File: config.mk
export PLATFORM = sky130hd
export DESIGN_NAME = frame_marked_tile_cache
export DESIGN_NICKNAME = d
export VERILOG_FILES = /design/src/rtl/ftc_pkg.sv /design/src/rtl/frame_marked_tile_cache.sv /design/src/rtl/ftc_ram.sv
export VERILOG_INCLUDE_DIRS = /design/src /design/src/rtl
export SDC_FILE = /design/constraint.sdc
export NUM_CORES = 2
export LEC_CHECK = 0
export BUFFER_PORTS_ARGS = -buffer_cell sky130_fd_sc_hd__buf_2
export CAP_MARGIN = 40
export CORE_MARGIN = 10
export CORE_UTILIZATION = 42
export CTS_CLUSTER_SIZE = 28
export DETAILED_ROUTE_END_ITERATION = 8
export GPL_TIMING_DRIVEN = 0
export SLEW_MARGIN = 20
export SYNTH_ARGS = -nofsm -noshare
export SYNTH_HDL_FRONTEND = slang
export SYNTH_SLANG_ARGS = --single-unit
File: constraint.sdc
create_clock -name i_clk -period 6.9 [get_ports i_clk]
set_clock_uncertainty 0.05 [all_clocks]
set_input_delay 0.345 -clock i_clk [delete_from_list [all_inputs] [get_ports i_clk]]
set_output_delay 0.345 -clock i_clk [all_outputs]
set_load 0.01 [all_outputs]
File: src/rtl/frame_marked_tile_cache_defines.svh
// Assertion macros used by the RTL of the tile cache.
`ifndef FRAME_MARKED_TILE_CACHE_DEFINES_SVH
`define FRAME_MARKED_TILE_CACHE_DEFINES_SVH

// Checks that the consequent holds in the same cycle as the antecedent.
`define FTC_ASSERT_SAME(lbl, clk, rst_n, ante, cons, msg) \
    lbl: assert property (@(posedge clk) disable iff (!(rst_n)) (ante) |-> (cons)) \
        else $error(msg);

// Checks that the consequent holds in the cycle after the antecedent.
`define FTC_ASSERT_NEXT(lbl, clk, rst_n, ante, cons, msg) \
    lbl: assert property (@(posedge clk) disable iff (!(rst_n)) (ante) |=> (cons)) \
        else $error(msg);

`endif

File: src/rtl/ftc_pkg.sv
`timescale 1ns / 1ps
`default_nettype none

package ftc_pkg;

    localparam int DEF_SLOTS      = 64;
    localparam int DEF_COORD_BITS = 20;

    localparam int FIELD_W  = 20;
    localparam int LEVEL_W  = 8;
    localparam int SLOT_W   = 6;
    localparam int OP_W     = 2;
    localparam int STATUS_W = 3;

    localparam logic [OP_W-1:0] OP_FRAME  = 2'd0;
    localparam logic [OP_W-1:0] OP_LOOKUP = 2'd1;
    localparam logic [OP_W-1:0] OP_INSERT = 2'd2;

    localparam logic [STATUS_W-1:0] ST_FRAME   = 3'd0;
    localparam logic [STATUS_W-1:0] ST_HIT     = 3'd1;
    localparam logic [STATUS_W-1:0] ST_MISS    = 3'd2;
    localparam logic [STATUS_W-1:0] ST_STORED  = 3'd3;
    localparam logic [STATUS_W-1:0] ST_DROPPED = 3'd4;

    typedef struct packed {
        logic [OP_W-1:0]    operation;
        logic [FIELD_W-1:0] tile_x;
        logic [FIELD_W-1:0] tile_y;
        logic [LEVEL_W-1:0] zoom_level;
    } t_in_item;

    typedef struct packed {
        logic [STATUS_W-1:0] status;
        logic [SLOT_W-1:0]   slot;
        logic                evicted;
        logic [FIELD_W-1:0]  evicted_x;
        logic [FIELD_W-1:0]  evicted_y;
        logic [LEVEL_W-1:0]  evicted_level;
    } t_out_item;

endpackage

`default_nettype wire

File: src/rtl/frame_marked_tile_cache.sv
// Channel   Direction  Handshake                 Payload
// request   in         start high, busy low      i_item   (ftc_pkg::t_in_item)
// result    out        o_strobe for one cycle    o_result (ftc_pkg::t_out_item)
//
// After reset the block clears its slot memory, one slot a cycle, from slot 0 up to the last slot.
// A begin-frame item reads every slot and writes it back with its in-use mark cleared.
// A lookup scans up from slot 0 and ends at the first hit, or at the last slot for a miss.
// An insert scans down from the last slot, takes the first slot not in use, and is dropped if none is free.
// An unused operation code is answered in the cycle after it is accepted.
// The result strobe lasts one cycle and the receiver cannot stall it.
`timescale 1ns / 1ps
`default_nettype none

`include "frame_marked_tile_cache_defines.svh"

module frame_marked_tile_cache #(
    parameter int SLOTS      = ftc_pkg::DEF_SLOTS,
    parameter int COORD_BITS = ftc_pkg::DEF_COORD_BITS
) (
    input  wire logic               i_clk,
    input  wire logic               i_rst_n,
    input  wire logic               start,
    input  wire ftc_pkg::t_in_item  i_item,
    output logic                    busy,
    output logic                    o_strobe,
    output ftc_pkg::t_out_item      o_result
);

    import ftc_pkg::*;

    localparam int AW = $clog2(SLOTS);
    localparam logic [AW-1:0] LAST_IDX = AW'(SLOTS - 1);

    typedef struct packed {
        logic [COORD_BITS-1:0] x;
        logic [COORD_BITS-1:0] y;
        logic [LEVEL_W-1:0]    level;
    } t_tag;

    typedef struct packed {
        logic in_use;
        logic occupied;
        t_tag tag;
    } t_entry;

    localparam int EW = $bits(t_entry);

    typedef enum logic [4:0] {
        S_CLEAR  = 5'b00001,
        S_IDLE   = 5'b00010,
        S_FRAME  = 5'b00100,
        S_LOOKUP = 5'b01000,
        S_INSERT = 5'b10000
    } t_state;

    t_state    r_state, n_state;
    logic [AW-1:0] r_addr, n_addr;
    logic      r_issue, n_issue;
    logic      r_rd_valid, n_rd_valid;
    logic [AW-1:0] r_rd_idx, n_rd_idx;
    logic      r_rd_last, n_rd_last;
    t_tag      r_req, n_req;
    logic      r_strobe, n_strobe;
    t_out_item r_result, n_result;

    logic          wr_en;
    logic [AW-1:0] wr_addr;
    t_entry        wr_data;
    logic          rd_en;
    logic [AW-1:0] rd_addr;
    logic [EW-1:0] rd_q;
    t_entry        rd_data;
    logic          scanning;

    ftc_ram #(
        .WIDTH (EW),
        .DEPTH (SLOTS)
    ) u_slots (
        .i_clk     (i_clk),
        .i_wr_en   (wr_en),
        .i_wr_addr (wr_addr),
        .i_wr_data (wr_data),
        .i_rd_en   (rd_en),
        .i_rd_addr (rd_addr),
        .o_rd_data (rd_q)
    );

    assign rd_data  = t_entry'(rd_q);
    assign scanning = (r_state == S_FRAME) || (r_state == S_LOOKUP) || (r_state == S_INSERT);

    always_comb begin
        n_state    = r_state;
        n_addr     = r_addr;
        n_issue    = r_issue;
        n_rd_valid = 1'b0;
        n_rd_idx   = r_rd_idx;
        n_rd_last  = r_rd_last;
        n_req      = r_req;
        n_strobe   = 1'b0;
        n_result   = r_result;
        wr_en      = 1'b0;
        wr_addr    = r_rd_idx;
        wr_data    = rd_data;
        rd_en      = 1'b0;
        rd_addr    = r_addr;

        if (scanning && r_issue) begin
            rd_en      = 1'b1;
            n_rd_valid = 1'b1;
            n_rd_idx   = r_addr;
            if (r_state == S_INSERT) begin
                n_rd_last = (r_addr == '0);
                n_addr    = r_addr - 1'b1;
            end else begin
                n_rd_last = (r_addr == LAST_IDX);
                n_addr    = r_addr + 1'b1;
            end
            if (n_rd_last) begin
                n_issue = 1'b0;
                n_addr  = r_addr;
            end
        end

        case (r_state)
            S_CLEAR: begin
                wr_en   = 1'b1;
                wr_addr = r_addr;
                wr_data = '0;
                if (r_addr == LAST_IDX) begin
                    n_state = S_IDLE;
                    n_addr  = '0;
                end else begin
                    n_addr = r_addr + 1'b1;
                end
            end
            S_IDLE: begin
                if (start) begin
                    n_req.x     = COORD_BITS'(i_item.tile_x);
                    n_req.y     = COORD_BITS'(i_item.tile_y);
                    n_req.level = i_item.zoom_level;
                    case (i_item.operation)
                        OP_FRAME: begin
                            n_state = S_FRAME;
                            n_addr  = '0;
                            n_issue = 1'b1;
                        end
                        OP_LOOKUP: begin
                            n_state = S_LOOKUP;
                            n_addr  = '0;
                            n_issue = 1'b1;
                        end
                        OP_INSERT: begin
                            n_state = S_INSERT;
                            n_addr  = LAST_IDX;
                            n_issue = 1'b1;
                        end
                        default: begin
                            n_strobe        = 1'b1;
                            n_result        = '0;
                            n_result.status = ST_MISS;
                        end
                    endcase
                end
            end
            S_FRAME: begin
                if (r_rd_valid) begin
                    wr_en          = 1'b1;
                    wr_data.in_use = 1'b0;
                    if (r_rd_last) begin
                        n_state         = S_IDLE;
                        n_issue         = 1'b0;
                        n_rd_valid      = 1'b0;
                        n_strobe        = 1'b1;
                        n_result        = '0;
                        n_result.status = ST_FRAME;
                    end
                end
            end
            S_LOOKUP: begin
                if (r_rd_valid) begin
                    if (rd_data.occupied && (rd_data.tag == r_req)) begin
                        wr_en           = 1'b1;
                        wr_data.in_use  = 1'b1;
                        n_state         = S_IDLE;
                        n_issue         = 1'b0;
                        n_rd_valid      = 1'b0;
                        n_strobe        = 1'b1;
                        n_result        = '0;
                        n_result.status = ST_HIT;
                        n_result.slot   = SLOT_W'(r_rd_idx);
                    end else if (r_rd_last) begin
                        n_state         = S_IDLE;
                        n_issue         = 1'b0;
                        n_rd_valid      = 1'b0;
                        n_strobe        = 1'b1;
                        n_result        = '0;
                        n_result.status = ST_MISS;
                    end
                end
            end
            S_INSERT: begin
                if (r_rd_valid) begin
                    if (!rd_data.in_use) begin
                        wr_en            = 1'b1;
                        wr_data.in_use   = 1'b1;
                        wr_data.occupied = 1'b1;
                        wr_data.tag      = r_req;
                        n_state          = S_IDLE;
                        n_issue          = 1'b0;
                        n_rd_valid       = 1'b0;
                        n_strobe         = 1'b1;
                        n_result         = '0;
                        n_result.status  = ST_STORED;
                        n_result.slot    = SLOT_W'(r_rd_idx);
                        if (rd_data.occupied) begin
                            n_result.evicted       = 1'b1;
                            n_result.evicted_x     = FIELD_W'(rd_data.tag.x);
                            n_result.evicted_y     = FIELD_W'(rd_data.tag.y);
                            n_result.evicted_level = rd_data.tag.level;
                        end
                    end else if (r_rd_last) begin
                        n_state         = S_IDLE;
                        n_issue         = 1'b0;
                        n_rd_valid      = 1'b0;
                        n_strobe        = 1'b1;
                        n_result        = '0;
                        n_result.status = ST_DROPPED;
                    end
                end
            end
            default: begin
                n_state    = S_CLEAR;
                n_addr     = '0;
                n_issue    = 1'b0;
                n_rd_valid = 1'b0;
            end
        endcase
    end

    always_ff @(posedge i_clk) begin
        if (!i_rst_n) begin
            r_state    <= S_CLEAR;
            r_addr     <= '0;
            r_issue    <= 1'b0;
            r_rd_valid <= 1'b0;
            r_rd_last  <= 1'b0;
            r_strobe   <= 1'b0;
        end else begin
            r_state    <= n_state;
            r_addr     <= n_addr;
            r_issue    <= n_issue;
            r_rd_valid <= n_rd_valid;
            r_rd_last  <= n_rd_last;
            r_strobe   <= n_strobe;
        end
    end

    always_ff @(posedge i_clk) begin
        r_rd_idx <= n_rd_idx;
        r_req    <= n_req;
        r_result <= n_result;
    end

    assign busy     = (r_state != S_IDLE);
    assign o_strobe = r_strobe;
    assign o_result = r_result;

    `FTC_ASSERT_SAME(a_no_same_slot_overlap, i_clk, i_rst_n, wr_en && rd_en,
        wr_addr != rd_addr, "A slot is written and read in the same cycle.")
    `FTC_ASSERT_SAME(a_result_when_idle, i_clk, i_rst_n, o_strobe,
        r_state == S_IDLE, "A result item appeared while an item is still at work.")
    `FTC_ASSERT_SAME(a_read_data_follows_read, i_clk, i_rst_n, r_rd_valid,
        $past(rd_en), "Read data is used without a read in the previous cycle.")

endmodule

`default_nettype wire

File: src/rtl/ftc_ram.sv
`timescale 1ns / 1ps
`default_nettype none

module ftc_ram #(
    parameter int WIDTH = 8,
    parameter int DEPTH = 16
) (
    input  wire logic                     i_clk,
    input  wire logic                     i_wr_en,
    input  wire logic [$clog2(DEPTH)-1:0] i_wr_addr,
    input  wire logic [WIDTH-1:0]         i_wr_data,
    input  wire logic                     i_rd_en,
    input  wire logic [$clog2(DEPTH)-1:0] i_rd_addr,
    output logic      [WIDTH-1:0]         o_rd_data
);

    logic [WIDTH-1:0] r_mem [DEPTH];

    always_ff @(posedge i_clk) begin
        if (i_wr_en) begin
            r_mem[i_wr_addr] <= i_wr_data;
        end
        if (i_rd_en) begin
            o_rd_data <= r_mem[i_rd_addr];
        end
    end

endmodule

`default_nettype wire
Word level (Yosys, flattened, before mapping)
Memories as Yosys holds them, arrays and structs flattened. A register that Yosys moved wholly into a read port is not among the register bits.
Cells that the tools add are included.
W data, S select, Z words.
{"block": "classes", "muxes": 75, "reduce_logical": 14, "add_sub_neg": 2, "n_eq_ne": 20}
{"operator": "$mux W58", "n": 10}
{"operator": "$pmux W58 S4", "n": 1}
{"operator": "$mux W49", "n": 2}
{"operator": "$pmux W49 S2", "n": 1}
{"operator": "$mux W50", "n": 1}
{"operator": "$eq A48 B48 Y1", "n": 1}
{"operator": "$mux W5", "n": 8}
{"operator": "$mux W1", "n": 37}
{"operator": "$mux W6", "n": 6}
{"operator": "$pmux W5 S5", "n": 1}
{"operator": "$pmux W6 S3", "n": 1}
{"operator": "$pmux W1 S4", "n": 4}
{"operator": "$pmux W5 S3", "n": 1}
{"operator": "$ne A2 B2 Y1 const B", "n": 7}
{"operator": "$pmux W6 S2", "n": 1}
{"operator": "$reduce_and A9 Y1", "n": 1}
{"operator": "$add A6 B1 Y6 const B", "n": 1}
{"operator": "$eq A6 B6 Y1 const B", "n": 1}
{"operator": "$logic_not A6 Y1", "n": 1}
{"operator": "$reduce_and A6 Y1", "n": 1}
{"operator": "$reduce_or A3 Y1", "n": 2}
{"operator": "$sub A6 B1 Y6 const B", "n": 1}
{"operator": "$eq A5 B1 Y1 const B", "n": 1}
{"operator": "$eq A5 B2 Y1 const B", "n": 1}
{"operator": "16 further kinds", "n": 19}
{"block": "word_totals", "output_inout_bits": 60, "mem_count": 1, "inputBits": 53, "word_cells": 128, "ram_bits": 3200, "reg_bits": 127}
{"name": "u_slots.r_mem", "words": 64, "word_bits": 50, "read_ports": 1, "rd_clocked_by_memory_dff": 1, "wr": 1, "line": "ftc_ram.sv:17", "source": "logic [WIDTH-1:0] r_mem [DEPTH];"}

Logic depth before layout (Yosys ltp)
{"block": "logic_depth", "ltp_word": 11, "ltp_mapped": 12, "mapped_depth_nobuf": 8}

Cells and area by module
From an unflattened synthesis, not the netlist that was laid out.
{"block": "hier_totals", "cells_unflattened": 6051, "area_unflattened_um2": 129812.0}
{"module": "ftc_ram", "cells_per_inst": 5456, "area_each_um2": 123440.9, "n_inst": 1}
{"module": "frame_marked_tile_cache", "cells_per_inst": 595, "area_each_um2": 6371.1, "n_inst": 1}

Least setup slack after synthesis
Ideal clock, no wire load.
{"block": "synth_timing", "path_kind": "flip-flop to flip-flop", "startpoint": "reg u_slots.o_rd_data[25] (read register of u_slots.r_mem)", "endpoint": "mem u_slots.r_mem[10][0] (netlist bit), enable pin", "stages_incl_launch_ff": 9, "slack_ns": 0.789, "t_required_ns": 6.317, "arrival_time_ns": 5.529, "path_buffers": 2, "synth_period_minus_slack_ns": 6.111, "setup_ns": 0.533, "path_cell_list": "edfxtp_1 > xnor2_1 > nand4_1 > nor4_1 > nand4_1 > a21bo_2 > clkbuf_1 > clkbuf_1 > a211oi_1"}
{"block": "synth_via", "elab_chain_cells": 7}
{"item": "start: declaration", "line": "ftc_ram.sv:14", "source": "output logic [WIDTH-1:0] o_rd_data"}
{"item": "$eq A48 B48 Y1", "line": "frame_marked_tile_cache.sv:181", "source": "if (rd_data.occupied && (rd_data.tag == r_req)) begin"}
{"item": "$logic_and A1 B1 Y1", "line": "frame_marked_tile_cache.sv:181"}
{"item": "$mux W1", "line": "frame_marked_tile_cache.sv:181"}
{"item": "$mux W1", "line": "frame_marked_tile_cache.sv:180", "source": "if (r_rd_valid) begin"}
{"item": "$pmux W1 S4", "line": "frame_marked_tile_cache.sv:124", "source": "case (r_state)"}
{"item": "$mux W1", "line": "ftc_ram.sv:20", "source": "if (i_wr_en) begin"}
{"item": "$mux W1 (implied by the code)", "line": "ftc_ram.sv:21", "source": "r_mem[i_wr_addr] <= i_wr_data;"}
{"item": "end: declaration", "line": "ftc_ram.sv:17"}
Every way passes these cells.

Worst setup path after layout
{"block": "layout_timing", "startpoint": "reg r_req[5] (netlist bit)", "endpoint": "mem u_slots.r_mem[34][49] (netlist bit), enable pin"}
{"block": "layout_via", "elab_chain_cells": 7}
{"item": "start: declaration", "line": "frame_marked_tile_cache.sv:62", "source": "t_tag r_req, n_req;"}
{"item": "start signal: assignment", "line": "frame_marked_tile_cache.sv:260", "source": "r_req <= n_req;"}
{"item": "$eq A48 B48 Y1", "line": "frame_marked_tile_cache.sv:181"}
{"item": "$logic_and A1 B1 Y1", "line": "frame_marked_tile_cache.sv:181"}
{"item": "$mux W1", "line": "frame_marked_tile_cache.sv:181"}
{"item": "$mux W1", "line": "frame_marked_tile_cache.sv:180"}
{"item": "$pmux W1 S4", "line": "frame_marked_tile_cache.sv:124"}
{"item": "$mux W1", "line": "ftc_ram.sv:20"}
{"item": "$mux W1 (implied by the code)", "line": "ftc_ram.sv:21"}
Every way passes these cells.

==> qor.txt <==
CP cell instances - xnor2_1 -> nand4_1 -> nor4_1 -> clkdlybuf4s15_2 -> nand4_1 -> a21bo_2 -> clkbuf_1 -> buf_2 -> a211oi_4 -> buf_6 -> buf_6 -> buf_8 -> buf_6
Mapped cell area - 129000 um^2
Syn avg cell area - 24.1 um^2
Iter 0 DRT Violations - 9845
Clk_lat worst skew - 0.92 ns
Tmin final - 5.59 ns
Sequential element share of the synthesized area - 78.4%
Area leader, netlist - edfxtp_1
GP Congestion - 0.893
Top-area cell type share of the netlist area - 78.2%
VDD IR max - 202 uV
Clock transition at path regs - 0.06 ns
Worst EP arrival - 6.10 ns
Die area - 330000 um^2
Clk root buf - clkbuf_16
Antenna Violating Nets Remaining - 0
CTS tree - yes
Final core occ - 51.0%
Port bufs - 112
Power per cell area - 275 nW/um^2
Vias in the first global route - 65137
# fillers - 23373
DIE WIDTH - 574 um
Peak Freq - 179 MHz
RSZ-0062 raised after global routing - no
Yosys cell types - 51
# setup viols final - 0
Tightest Pin Transition - 0.944 ns
Syn-to-layout area delta - 20.8%
Setup_tns - 0 ns
Die Height - 574 um
First drt pass iteration count - 9
CTS H-tree lvls - 5
Yosys warning total - 0
FF+latch count, synth - 3377
Number of synthesized flops with an enable pin - 3362
Drt drc - 0
Most common cell in the netlist - edfxtp_1
Status - finished, final reports clean
Initial Util - 42.2%
# rows - 203
Fin. max-slew vios - 0
Clock sink total - 3377
Largest net degree at the start of global routing - 50
Worst slack, placed - 1.57 ns
Required @ worst endpoint - 7.41 ns
Fin. Hold Viols - 0
CP Class - flip-flop to flip-flop
Synth cell count leaders - 3362 x edfxtp_1, 1000 x mux4_2, 187 x nand2_1, 166 x clkbuf_1, 101 x a22oi_1
Layout cells sized above 1 - 36.1%
Total GRT Usage - 22.6%
Drt via density - 6.05
Critical Path Fanout Max - 11
PnR worst setup slack - 1.31 ns
Mapped Nets - 5412
Fin crit share - 81.0%
Initial antenna violation count - 31
Reg2reg setup slack - 1.31 ns
MaxCap Viol Count - 0
Post-Syn Instances - 5351
Worst slew margin - 36.9%
CP Launch Type - flip-flop
Final wirelength - 382000 um
Most frequent CP cell - buf_6
IO Count - 113
DR vias - 65497
CP max stage delay - 0.81 ns
Slowest cell on crit path - a211oi_4
First-pass GRT wire length - 525000 um
Synth area leaders - edfxtp_1 78%, mux4_2 17%, a22oi_1 0.59%
Core Region - 306000 um^2
Leakage - 43.0 nW
Main synth FF type - edfxtp_1
Layout Nets - 6495
Gr ovfl total - 0
Maximum root-to-sink buffer count - 4
CP Capture Type - flip-flop
Worst min path class - input pin to flip-flop
Post-DP HPWL - 282000 um
Num CTS Buffers - 344
Setup Buffers After CTS - 0
Wire per inst - 35.3 um
Ys async rst share - 0%
[layout make-up]
class / count / area (um^2) / area share [%]
diodes: 25 / 62.6 / 0.0401
well taps: 4100 / 5130 / 3.29
inverters: 8 / 32.5 / 0.0208
multi-input cells: 1667 / 27900 / 17.9
clock inverters: 187 / 1710 / 1.10
plain buffers: 299 / 1350 / 0.863
repair buffers: 737 / 9460 / 6.06
clock buffers: 426 / 9110 / 5.84
flip-flops and latches: 3377 / 101000 / 64.9
[report_power, final]
part	total, W	internal (W)	switching, W	leakage (nW)
logic	0.00226	0.000962	0.00129	11.7
clock network	0.0182	0.0105	0.00771	5.30
registers	0.0224	0.0224	0.0000252	26.0
[flip-flops by register name, indices dropped and copies added (netlist names)]
register / count
r_issue: 1
r_addr: 6
o_strobe: 1
r_req: 48
o_result: 58
r_state: 5
u_slots.o_rd_data: 50
r_rd_idx: 6
u_slots.r_mem: 3200
r_rd_valid: 1
r_rd_last: 1
[layer usage]
layer / share of wire, % / global-route usage [%]
met1: 37 / 30.2
met2: 46 / 35.0
met3: 11 / 5.80
met4: 5.5 / 10.3
met5: 0.039 / 0
[critical path, delay by kind of cell, from the launching register on]
family	cells	cell delay [ns]
AO/OA/AOI/OAI	2	1.07
buffers and inverters	7	2.04
XOR/XNOR	1	0.68
flip-flops	1	0.59
AND/OR/NAND/NOR	3	0.76
[what timing repair did]
item,CTS,global route
resized for setup,0,0
hold buffers,51,0
hold endpoints to repair,63,0
setup endpoints to repair,0,0
[cells in the final DEF (no fill, tap or decap), types with 64 or more instances in the layout]
cell type  count
edfxtp_1    3362
mux4_2      1000
clkbuf_16    351
buf_6        328
buf_2        214
clkbuf_1     207
nand2_1      187
buf_8        160
a22oi_1      101
clkinv_1      79
buf_16        75
a211oi_4      64
[final timing paths]
| kind | from | end | cells after the start |
|---|---|---|---|
| setup / recovery | r_req[5] | u_slots.r_mem[34][49] | 13 |
| hold reg to reg | r_addr[2] | r_rd_idx[2] | 0 |
| hold / removal | i_item[48] | r_state[3] | 4 |
| setup reg to reg | r_req[5] | u_slots.r_mem[34][49] | 13 |
[kinds of logic (layout without fill, tap and decap cells)]
logic type,after synthesis,after routing,share of synthesized area (%)
flops,3377,3377,78.4
mux,1003,1003,17.5
simple gates,329,329,1.19
buf+inv,307,1657,1.03
compound gates,270,270,1.44
xor+xnor,57,57,0.387
fa+ha+maj,8,8,0.0775
other cells,0,25,0
[through the flow]
stage / cell area, um^2 / hold slack, ns / std cells / power [W]
finish: 156000 / 0.0566 / 10826 / 0.0428
global route: 156000 / 0.0821 / 10805 / 0.0440
CTS: 156000 / 0.0236 / 10779 / 0.0431
detailed placement: 144000 / 0.370 / 10115 / 0.0250
global placement: 135000 / 0.366 / 9563 / 0.0249
floorplan: 129000 / 0.353 / 5351 / 0.0241
(Power assumes the default switching activity.)
